**src/sbs_pkg.sv**
```systemverilog
// sbs_pkg: shared types and constants for the serial 1-bit slave shifter
// depends on nothing; used by the output buffer and the top level
package sbs_pkg;

  localparam int unsigned TX_DEPTH_DEF = 64;
  localparam int unsigned BYTE_W       = 8;
  localparam int unsigned CNT_W        = 16;
  localparam int unsigned CFG_IDX_W    = 1;

  typedef enum logic [1:0] {
    OP_TICK   = 2'd0,
    OP_APPEND = 2'd1,
    OP_CLEAR  = 2'd2
  } op_e;

  typedef enum logic [CFG_IDX_W-1:0] {
    CFG_DRIVE_MODE = 1'b0,
    CFG_RX_MAX     = 1'b1
  } cfg_e;

  typedef struct packed {
    logic              rx_valid;
    logic [BYTE_W-1:0] rx_byte;
    logic [CNT_W-1:0]  rx_index;
    logic              data_out;
    logic              data_drive;
    logic              transfer_end;
  } result_t;

endpackage

```
**src/serial_1bit_slave_shifter.sv**
```systemverilog
// serial_1bit_slave_shifter: chip-select framed serial slave, mode 0, msb first
// an accepted result word enters the result register, or the skid stage if output is held
// throughput: one word per cycle; in_stall_o rises only when result and skid stage are full
// reset: control state clears at once; transmit ram contents stay undefined, no clearing pass
// the next transmit byte is prefetched from the ram port at tx_index + 1 with write bypass
// depends on sbs_pkg, sbs_ram and sbs_skid
module serial_1bit_slave_shifter #(
  parameter int unsigned TX_DEPTH = sbs_pkg::TX_DEPTH_DEF
) (
  input  logic                            clk_i,
  input  logic                            rst_ni,
  input  logic                            cfg_we_i,
  input  logic [sbs_pkg::CFG_IDX_W-1:0]   cfg_idx_i,
  input  logic [sbs_pkg::CNT_W-1:0]       cfg_data_i,
  input  logic                            in_valid_i,
  output logic                            in_stall_o,
  input  logic [1:0]                      opcode_i,
  input  logic                            cs_n_i,
  input  logic                            clk_level_i,
  input  logic                            data_in_i,
  input  logic [sbs_pkg::BYTE_W-1:0]      tx_byte_i,
  output logic                            out_valid_o,
  input  logic                            out_stall_i,
  output logic                            rx_valid_o,
  output logic [sbs_pkg::BYTE_W-1:0]      rx_byte_o,
  output logic [sbs_pkg::CNT_W-1:0]       rx_index_o,
  output logic                            data_out_o,
  output logic                            data_drive_o,
  output logic                            transfer_end_o
);

  localparam int unsigned AW    = (TX_DEPTH > 1) ? $clog2(TX_DEPTH) : 1;
  localparam int unsigned IDX_W = $clog2(TX_DEPTH + 1);
  localparam int unsigned BW    = sbs_pkg::BYTE_W;
  localparam int unsigned CW    = sbs_pkg::CNT_W;

  // configuration
  logic          drive_mode_q;
  logic [CW-1:0] rx_max_q;

  // transfer state
  logic             active_q, active_d;
  logic             last_clk_q, last_clk_d;
  logic [BW-1:0]    shift_acc_q, shift_acc_d;
  logic [2:0]       bit_count_q, bit_count_d;
  logic [CW-1:0]    rx_count_q, rx_count_d;
  logic [IDX_W-1:0] tx_len_q, tx_len_d;
  logic [IDX_W-1:0] tx_index_q, tx_index_d;
  logic [2:0]       tx_bit_q, tx_bit_d;
  logic             tx_have_q, tx_have_d;
  logic             out_level_q, out_level_d;

  // shadow copies of store[0] and store[tx_index]
  logic [BW-1:0] byte0_q, byte0_d;
  logic [BW-1:0] cur_q, cur_d;

  // ram write port and bypass of the last write
  logic          ram_we;
  logic [AW-1:0] ram_waddr, ram_raddr, raddr_q;
  logic [BW-1:0] ram_rdata, next_byte;
  logic          wr_last_en_q;
  logic [AW-1:0] wr_last_addr_q;
  logic [BW-1:0] wr_last_data_q;

  logic             accept;
  logic [IDX_W:0]   index_inc;
  logic [BW-1:0]    acc_shifted;
  sbs_pkg::result_t res;
  sbs_pkg::result_t out_res;
  logic             core_stall;

  assign accept      = in_valid_i && !core_stall;
  assign in_stall_o  = core_stall;
  assign index_inc   = {1'b0, tx_index_q} + {{IDX_W{1'b0}}, 1'b1};
  assign ram_raddr   = index_inc[AW-1:0];
  assign ram_waddr   = tx_len_q[AW-1:0];
  assign acc_shifted = {shift_acc_q[BW-2:0], data_in_i};
  assign next_byte   = (wr_last_en_q && (wr_last_addr_q == raddr_q)) ? wr_last_data_q
                                                                      : ram_rdata;

  sbs_ram #(
    .WIDTH (BW),
    .DEPTH (TX_DEPTH)
  ) u_tx_ram (
    .clk_i   (clk_i),
    .we_i    (ram_we),
    .waddr_i (ram_waddr),
    .wdata_i (tx_byte_i),
    .raddr_i (ram_raddr),
    .rdata_o (ram_rdata)
  );

  always_comb begin
    active_d    = active_q;
    last_clk_d  = last_clk_q;
    shift_acc_d = shift_acc_q;
    bit_count_d = bit_count_q;
    rx_count_d  = rx_count_q;
    tx_len_d    = tx_len_q;
    tx_index_d  = tx_index_q;
    tx_bit_d    = tx_bit_q;
    tx_have_d   = tx_have_q;
    out_level_d = out_level_q;
    byte0_d     = byte0_q;
    cur_d       = cur_q;
    ram_we      = 1'b0;
    res         = '0;

    if (accept) begin
      unique case (sbs_pkg::op_e'(opcode_i))
        sbs_pkg::OP_APPEND: begin
          if (tx_len_q < IDX_W'(TX_DEPTH)) begin
            ram_we   = 1'b1;
            tx_len_d = tx_len_q + IDX_W'(1);
            if (tx_len_q == '0) begin
              byte0_d = tx_byte_i;
            end
            if (tx_len_q == tx_index_q) begin
              cur_d = tx_byte_i;
            end
          end
        end
        sbs_pkg::OP_CLEAR: begin
          tx_len_d = '0;
        end
        sbs_pkg::OP_TICK: begin
          if (!active_q) begin
            if (!cs_n_i) begin
              active_d    = 1'b1;
              last_clk_d  = clk_level_i;
              shift_acc_d = '0;
              bit_count_d = '0;
              rx_count_d  = '0;
              tx_index_d  = '0;
              tx_bit_d    = 3'd7;
              tx_have_d   = (tx_len_q != '0);
              cur_d       = byte0_q;
              out_level_d = (tx_len_q != '0) && byte0_q[BW-1];
            end
          end else if (cs_n_i) begin
            // release: partial byte is dropped
            active_d         = 1'b0;
            res.transfer_end = 1'b1;
            shift_acc_d      = '0;
            bit_count_d      = '0;
          end else if (clk_level_i != last_clk_q) begin
            last_clk_d = clk_level_i;
            if (!drive_mode_q && clk_level_i) begin
              if (bit_count_q == 3'd7) begin
                if (rx_count_q < rx_max_q) begin
                  res.rx_valid = 1'b1;
                  res.rx_byte  = acc_shifted;
                  res.rx_index = rx_count_q;
                  rx_count_d   = rx_count_q + CW'(1);
                end
                shift_acc_d = '0;
                bit_count_d = '0;
              end else begin
                shift_acc_d = acc_shifted;
                bit_count_d = bit_count_q + 3'd1;
              end
            end else if (drive_mode_q && !clk_level_i) begin
              if (tx_have_q) begin
                if (tx_bit_q == 3'd0) begin
                  tx_index_d  = index_inc[IDX_W-1:0];
                  tx_bit_d    = 3'd7;
                  tx_have_d   = index_inc < {1'b0, tx_len_q};
                  cur_d       = next_byte;
                  out_level_d = (index_inc < {1'b0, tx_len_q}) && next_byte[BW-1];
                end else begin
                  tx_bit_d    = tx_bit_q - 3'd1;
                  out_level_d = cur_q[tx_bit_q - 3'd1];
                end
              end else begin
                out_level_d = 1'b0;
              end
            end
          end
        end
        default: begin
          // unused opcode: no state change
        end
      endcase
    end

    res.data_drive = active_d && drive_mode_q;
    res.data_out   = active_d && drive_mode_q && out_level_d;
  end

  always_ff @(posedge clk_i or negedge rst_ni) begin
    if (!rst_ni) begin
      drive_mode_q <= 1'b0;
      rx_max_q     <= {CW{1'b1}};
    end else if (cfg_we_i) begin
      unique case (sbs_pkg::cfg_e'(cfg_idx_i))
        sbs_pkg::CFG_DRIVE_MODE: drive_mode_q <= cfg_data_i[0];
        sbs_pkg::CFG_RX_MAX:     rx_max_q     <= cfg_data_i;
        default:                 rx_max_q     <= rx_max_q;
      endcase
    end
  end

  always_ff @(posedge clk_i or negedge rst_ni) begin
    if (!rst_ni) begin
      active_q     <= 1'b0;
      last_clk_q   <= 1'b0;
      shift_acc_q  <= '0;
      bit_count_q  <= '0;
      rx_count_q   <= '0;
      tx_len_q     <= '0;
      tx_index_q   <= '0;
      tx_bit_q     <= 3'd7;
      tx_have_q    <= 1'b0;
      out_level_q  <= 1'b0;
      wr_last_en_q <= 1'b0;
    end else begin
      active_q     <= active_d;
      last_clk_q   <= last_clk_d;
      shift_acc_q  <= shift_acc_d;
      bit_count_q  <= bit_count_d;
      rx_count_q   <= rx_count_d;
      tx_len_q     <= tx_len_d;
      tx_index_q   <= tx_index_d;
      tx_bit_q     <= tx_bit_d;
      tx_have_q    <= tx_have_d;
      out_level_q  <= out_level_d;
      wr_last_en_q <= ram_we;
    end
  end

  always_ff @(posedge clk_i) begin
    byte0_q        <= byte0_d;
    cur_q          <= cur_d;
    raddr_q        <= ram_raddr;
    wr_last_addr_q <= ram_waddr;
    wr_last_data_q <= tx_byte_i;
  end

  sbs_skid u_skid (
    .clk_i       (clk_i),
    .rst_ni      (rst_ni),
    .in_valid_i  (accept),
    .in_data_i   (res),
    .in_stall_o  (core_stall),
    .out_valid_o (out_valid_o),
    .out_data_o  (out_res),
    .out_stall_i (out_stall_i)
  );

  assign rx_valid_o     = out_res.rx_valid;
  assign rx_byte_o      = out_res.rx_byte;
  assign rx_index_o     = out_res.rx_index;
  assign data_out_o     = out_res.data_out;
  assign data_drive_o   = out_res.data_drive;
  assign transfer_end_o = out_res.transfer_end;

  // stall only when a word is already waiting at the output
  a_stall_has_word: assert property (@(posedge clk_i) disable iff (!rst_ni)
    in_stall_o |-> out_valid_o)
    else $error("input stalled with no word at the output");

  a_len_bound: assert property (@(posedge clk_i) disable iff (!rst_ni)
    tx_len_q <= IDX_W'(TX_DEPTH))
    else $error("transmit length beyond store depth");

  a_rx_not_driving: assert property (@(posedge clk_i) disable iff (!rst_ni)
    (out_valid_o && rx_valid_o) |-> !data_drive_o)
    else $error("received byte reported while driving");

  a_end_released: assert property (@(posedge clk_i) disable iff (!rst_ni)
    (accept && res.transfer_end) |=> !active_q)
    else $error("transfer end without release");

endmodule

```
**src/sbs_ram.sv**
```systemverilog
// sbs_ram: generic single-write, single-read ram with registered read data
// read-first on a same-address write; no dependencies
module sbs_ram #(
  parameter int unsigned WIDTH = 8,
  parameter int unsigned DEPTH = 64,
  localparam int unsigned AW   = (DEPTH > 1) ? $clog2(DEPTH) : 1
) (
  input  logic             clk_i,
  input  logic             we_i,
  input  logic [AW-1:0]    waddr_i,
  input  logic [WIDTH-1:0] wdata_i,
  input  logic [AW-1:0]    raddr_i,
  output logic [WIDTH-1:0] rdata_o
);

  logic [WIDTH-1:0] mem_q [DEPTH];
  logic [WIDTH-1:0] rdata_q;

  always_ff @(posedge clk_i) begin
    if (we_i) begin
      mem_q[waddr_i] <= wdata_i;
    end
  end

  always_ff @(posedge clk_i) begin
    rdata_q <= mem_q[raddr_i];
  end

  assign rdata_o = rdata_q;

endmodule

```
**src/sbs_skid.sv**
```systemverilog
// sbs_skid: result register plus skid stage between the core and the output channel
// depends on sbs_pkg for the result word type
module sbs_skid (
  input  logic             clk_i,
  input  logic             rst_ni,
  input  logic             in_valid_i,
  input  sbs_pkg::result_t in_data_i,
  output logic             in_stall_o,
  output logic             out_valid_o,
  output sbs_pkg::result_t out_data_o,
  input  logic             out_stall_i
);

  logic             out_valid_q, out_valid_d;
  logic             skid_valid_q, skid_valid_d;
  sbs_pkg::result_t out_data_q, out_data_d;
  sbs_pkg::result_t skid_data_q, skid_data_d;
  logic             push, pop;

  assign in_stall_o = skid_valid_q;
  assign push       = in_valid_i && !skid_valid_q;
  assign pop        = out_valid_q && !out_stall_i;

  always_comb begin
    out_valid_d  = out_valid_q;
    out_data_d   = out_data_q;
    skid_valid_d = skid_valid_q;
    skid_data_d  = skid_data_q;
    if (!out_valid_q || pop) begin
      if (skid_valid_q) begin
        out_valid_d  = 1'b1;
        out_data_d   = skid_data_q;
        skid_valid_d = 1'b0;
      end else begin
        out_valid_d = push;
        if (push) begin
          out_data_d = in_data_i;
        end
      end
    end else if (push) begin
      // output held, park the new word
      skid_valid_d = 1'b1;
      skid_data_d  = in_data_i;
    end
  end

  always_ff @(posedge clk_i or negedge rst_ni) begin
    if (!rst_ni) begin
      out_valid_q  <= 1'b0;
      skid_valid_q <= 1'b0;
    end else begin
      out_valid_q  <= out_valid_d;
      skid_valid_q <= skid_valid_d;
    end
  end

  always_ff @(posedge clk_i) begin
    out_data_q  <= out_data_d;
    skid_data_q <= skid_data_d;
  end

  assign out_valid_o = out_valid_q;
  assign out_data_o  = out_data_q;

endmodule
```
**config.mk**
```make
export PLATFORM = sky130hd
export DESIGN_NAME = serial_1bit_slave_shifter
export DESIGN_NICKNAME = d
export VERILOG_FILES = /design/src/sbs_pkg.sv /design/src/serial_1bit_slave_shifter.sv /design/src/sbs_ram.sv /design/src/sbs_skid.sv
export SDC_FILE = /design/constraint.sdc
export NUM_CORES = 1
export LEC_CHECK = 0
export ABC_AREA = 1
export BUFFER_PORTS_ARGS = -buffer_cell sky130_fd_sc_hd__buf_4
export CAP_MARGIN = 5
export CORE_ASPECT_RATIO = 0.5
export CORE_MARGIN = 1.5
export CORE_UTILIZATION = 50
export CTS_BUF_LIST = sky130_fd_sc_hd__clkbuf_4 sky130_fd_sc_hd__clkbuf_8
export DETAILED_ROUTE_END_ITERATION = 16
export PLACE_DENSITY_LB_ADDON = 0.12
export SLEW_MARGIN = 15
export SYNTH_ARGS = -nofsm -noshare
export SYNTH_HDL_FRONTEND = slang
export SYNTH_HIERARCHICAL = 1
export SYNTH_SLANG_ARGS = --single-unit
export TNS_END_PERCENT = 50
```
**constraint.sdc**
```tcl
create_clock -name clk_i -period 2.75 [get_ports clk_i]
set_input_delay 0.275 -clock clk_i [delete_from_list [all_inputs] [get_ports clk_i]]
set_output_delay 0.275 -clock clk_i [all_outputs]
set_load 0.05 [all_outputs]
```
======== Word-level counts from Yosys, hierarchy flattened ========
Memories as Yosys holds them, arrays and structs flattened. A register that Yosys moved wholly into a read port is not among the register bits.
Cells that the tools add are included.
cells by class
  add/sub/neg operators ................... 5
  reduce and logical (&&, ||, !) cells .... 37
  multiplexer cells ....................... 98
  bitwise gates (word level) .............. 3
  magnitude comparators ................... 4
  eq/ne operators ......................... 25
operator list
  operator                 count
  $mux W25                 8
  $mux W16                 7
  $mux W7                  15
  $mux W8                  11
  $mux W28                 2
  $mux W3                  14
  $mux W1                  38
  $add A16 B1 Y16 const B  1
  $lt A16 B16 Y1           1
  $ne A2 B1 Y1 const B     8
  $pmux W8 S2              1
  $ne A3 B3 Y1 const B     5
  $pmux W7 S2              1
  $reduce_and A7 Y1        2
  $logic_and A1 B1 Y1      10
  $reduce_and A10 Y1       1
  $add A7 B1 Y8 const B    1
  $lt A8 B7 Y1             1
  $ne A2 B2 Y1 const B     4
  $reduce_and A2 Y1        4
  $reduce_and A4 Y1        2
  $reduce_and A8 Y1        1
  $reduce_bool A2 Y1       4
  $add A7 B1 Y7 const B    1
  other kinds (22)         29
storage, ports and cells
  memories ................................ 1
  input bits .............................. 35
  RAM bits ................................ 512
  register bits ........................... 159
  logic and storage cells ................. 205
  output and inout bits ................... 30
memories
  name            depth  bits a word  rd ports  clocked after memory_dff  wr ports  line           text
  u_tx_ram.mem_q  64     8            1         1                         1         sbs_ram.sv:16  logic [WIDTH-1:0] mem_q [DEPTH];

======== Depth between registers and ports, before layout ========
  depth after elaboration ................. 16
  depth in mapped cells ................... 19
  gate-level depth less buffers ........... 19

======== Cells and area by module ========
The synthesis kept the hierarchy.
by module, submodules not included
  module                     area each (sq um)  cells each  seq. area each (sq um)  times used
  sbs_ram                    21291.7            1822        15534.9                 1
  serial_1bit_slave_shifter  5590.4             697         2531.2                  1
  sbs_skid                   2128.3             157         1731.7                  1

======== Worst setup path before layout ========
Ideal clock, no wire load.
  path kind ............................... reg2reg
  start ................................... register u_skid.skid_valid_q (netlist: u_skid/in_stall_o)
  end ..................................... register u_skid.out_data_q, in the netlist u_skid/out_data_o[0], enable pin
  required time ........................... 2337 ps
  cell stages (with the launch flop) ...... 4
  data arrival time ....................... 2221 ps
  period minus slack after synthesis ...... 2634 ps
  setup slack ............................. 116 ps
  buffers on the path ..................... 1
  setup time .............................. 413 ps
  path through ............................ dfrtp_1 > buf_4 > nor2_1 > nor2_1
on the way
  cells in the longest elaborated chain, start to end .. 5
ends and longest elaborated chain
  what                                   line                                             text
  start, declared                        sbs_skid.sv:15                                   logic skid_valid_q, skid_valid_d;
  start signal, assigned                 sbs_skid.sv:53                                   skid_valid_q <= skid_valid_d;
  $logic_not A1 Y1                       serial_1bit_slave_shifter.sv:72, sbs_skid.sv:21
  $logic_and A1 B1 Y1                    serial_1bit_slave_shifter.sv:72                  assign accept = in_valid_i && !core_stall;
  $logic_and A1 B1 Y1                    sbs_skid.sv:21                                   assign push = in_valid_i && !skid_valid_q;
  $reduce_bool A2 Y1 (no source line) *  --
  $reduce_and A2 Y1 (no source line) *   --
  end signal, assigned                   sbs_skid.sv:58                                   out_data_q <= out_data_d;
  end, declared                          sbs_skid.sv:16                                   sbs_pkg::result_t out_data_q, out_data_d;
Every way passes the cells marked *; elsewhere a longest branch is shown, timed or not.
A chain may end at the register's enable or synchronous reset.

==> flow_summary.toml <==
[yosys]
synthTopCellsByArea = "edfxtp_1, nand2_1, nand3_1, dfrtp_1, nor2_1"
syn_inst = 2676
synth_nets = 2741
ys.flop_type = "edfxtp_1"
synth_area_per_cell_um2 = 10.8
synth_common_cells = "nand2_1, edfxtp_1, nand3_1"
netlist_area_um2 = 29000
async_reset_ff_share_pct = 9.87
synth_most_common_cell = "nand2_1"
synth_edf_count = 584
yosysTopAreaCell = "edfxtp_1"
yosysTopAreaCellShare_pct = 60.5
ys_seq_area_share_pct = 68.2
synth_cell_types = 44
ys_seq_elements = 679
yosysWarnings = 6

[timing]
fin_crit_ns = 2.51
hold_viol = 0
rsz0062_at_grt = "no"
max_freq_ghz = 0.399
skew_ns = 0.0313
setup_viol = 0
final-max-slew-violation-count = 0
finalCritPeriodShare_pct = 91.1
final.setup.tns_ns = 0
slew_headroom_pct = 39.3
setup_slack_ns = 0.244
worst_pin_slew_ns = 0.909

[global_route]
grt.overflow.total = 0
grt_usage_pct = 24.0
antenna_found_initial = 1
grt_max_degree = 121
grt_pass1_vias = 19100
grt_pass1_wl_mm = 110

[floorplanning]
die-area_um2 = 59600
row_count = 62
core_um2 = 57300
fp.dieW_um = 344
ios = 65
dieHeight_um = 173
start_util_pct = 50.6

[clock_network]
clockBufferDepth = 3
htreeDepth = 3
cts_buffers = 96
clock-sinks = 679
clkLatencyLatePin_ns = 0.69
clk_pin_slew_worst_paths_ns = 0.07
cts_tree = "built"
cts-root-buf = "clkbuf_8"
post_cts.repair.setup_buffers = 0

[critical_path]
cp_num_buf_inv = 2
critPathSlowestCell = "dfrtp_2"
cpMostUsedCell = "nand2_1"
critPathRequiredTime_ns = 3.18
crit_fanout = 5
r2r_slack_ns = 0.24
cpLargestDelayFamily = "simple AND/OR/NAND/NOR gates"
start_kind = "register"
path_class = "reg2reg"
path_cells = "ha_4 -> nand2_1 -> nor2_1 -> inv_1 -> o21ai_0 -> inv_1 -> ha_1 -> nand2_1 -> nor2_1 -> nand2_1 -> nand2_1 -> nand2_1 -> nand3_1 -> nand2_1 -> nand2_1 -> a21oi_1 -> nand2_1 -> nand2_1"
endpoint_kind = "register"
cp.arrival_ns = 2.94
slowest_delay_ns = 0.47

[worst_hold_path]
hp-class = "in2reg"

[power]
p_per_area_nw_per_um2 = 843
leakage_nw = 12.8
ir_drop_mv = 0.531

[layout]
final_layout_size_suffix_gt1_share_pct = 13.6
ff_latch_area_um2 = 19800
nNetsFinal = 2909
finish.utilization_pct = 57.3
multi_input_area_um2 = 7890
syn_to_final_growth_pct = 13.2
fillers = 4862

[routing]
ant_nets = 0
firstDrtPassIters = 5
first_iter_violations = 1727
drc = 0
wl_per_cell_um = 19.2
finalWirelength_mm = 71.0
vias = 19800
via_per_inst = 5.37

[placed_design]
io_buffer_count = 64
place.detailed.hpwl_mm = 42.7
dpl_worst_slack_ns = 0.197
gp_congestion = 0.880

[run_status]
status = "complete, no violations"

[flow_run]
cap_viol_max_count = 0
==> placed cells by master, fill, tap and decap left out, types with 3 or more instances in the layout <==
master	count
clkinv_2	12
a21oi_1	54
o21ai_0	26
nor2_4	3
clkbuf_8	106
nor3_1	27
nand3_1	481
a31oi_1	3
buf_12	14
nand2_4	4
nand2_2	12
dfrtp_1	47
o22ai_1	9
nor2_1	160
inv_1	123
xnor2_1	5
dfstp_2	19
nand3b_1	3
dlygate4sd3_1	23
clkinv_1	17
nand4_1	6
xor2_1	18
nor2_2	4
clkbuf_4	39
nand2_1	870
nor4_1	3
buf_4	164
dfxtp_1	28
inv_2	5
edfxtp_1	584
ha_1	29
==> where the power goes <==
group          internal, mW  switching (mW)
registers              11.6           0.255
logic                  2.33            5.53
clock network          4.16            3.80
==> cells by family (layout without fill, tap and decap cells) <==
logic type,count (synthesis),after routing,share of synthesized area (%)
XOR/XNOR,24,24,0.725
AO/OA/AOI/OAI,102,102,1.91
other,0,1,0
buffers and inverters,264,509,4.66
flip-flops,679,679,68.2
AND/OR/NAND/NOR,1577,1577,23.2
adder cells (fa/ha/maj),30,30,1.29
==> final timing paths <==
check | startpoint | to | cells after the start
setup / recovery | tx_index_q[0] | u_skid/out_data_o[2] | 18
hold reg to reg | rx_max_q[15] | rx_max_q[15] | 2
min in group asynchronous | rst_ni | tx_len_q[1] | 2
max in group asynchronous | rst_ni | tx_index_q[0] | 2
hold / removal | tx_byte_i[1] | u_tx_ram/mem_q[23][1] | 1
setup reg to reg | tx_index_q[0] | u_skid/out_data_o[2] | 18
==> layout make-up <==
type	instances	area share (%)
Sequential cell	679	60.3
Multi-Input combinational cell	1733	24.0
Clock buffer	145	5.34
Timing Repair Buffer	201	5.31
Tap cell	768	2.93
Inverter	133	1.57
Clock inverter	30	0.488
Antenna cell	1	0.00762
==> state kept, by name, indices dropped and copies added (netlist names), 3 cells and up <==
name and cells:
u_tx_ram/mem_q 512, bit_count_q 3, wr_last_addr_q 6, u_tx_ram/rdata_o 8, rx_max_q 16, tx_bit_q 3
u_skid/skid_data_q 28, rx_count_q 16, u_skid/out_data_o 28, tx_index_q 7, tx_len_q 7, raddr_q 6
byte0_q 8, cur_q 8, shift_acc_q 7, wr_last_data_q 8
==> timing repair <==
item | 4_1_cts | 5_1_grt
endpoints found under the hold margin | 71 | 0
setup endpoints to repair | 0 | 1
resized for setup | 0 | 1
hold buffers | 23 | 0
==> metal layers <==
metal / share of wire, % / global-route usage (%) / up-vias / wire length (µm)
met1: 46 / 35.3 / 9584 / 32900
met5: 0 / 0 / - / 0
met3: 6.8 / 4.80 / 108 / 4790
li1: - / - / 9484 / -
met4: 1.8 / 5.84 / 0 / 1290
met2: 45 / 36.9 / 626 / 32000
==> worst reg2reg max path, stage by stage, from the launching register on <==
cell,delay (ns)
dfrtp_2,0.47
ha_4,0.16
nand2_1,0.07
nor2_1,0.15
inv_1,0.07
o21ai_0,0.24
inv_1,0.07
ha_1,0.29
nand2_1,0.05
nor2_1,0.08
nand2_1,0.05
nand2_1,0.07
nand2_1,0.06
nand3_1,0.10
nand2_1,0.05
nand2_1,0.08
a21oi_1,0.08
nand2_1,0.07
nand2_1,0.04
==> through the flow <==
stage | instances | hold WS [ns] | area [µm²] | power (mW)
after CTS | 3689 | 0.0354 | 32800 | 27.8
after global placement | 3491 | 0.470 | 30700 | 19.7
after global routing | 3690 | 0.0461 | 32800 | 29.1
final | 3690 | 0.0702 | 32800 | 27.7
after floorplan | 2676 | -0.0206 | 29000 | 17.3
after detailed placement | 3491 | 0.465 | 30700 | 19.8
(Power assumes the default switching activity.)
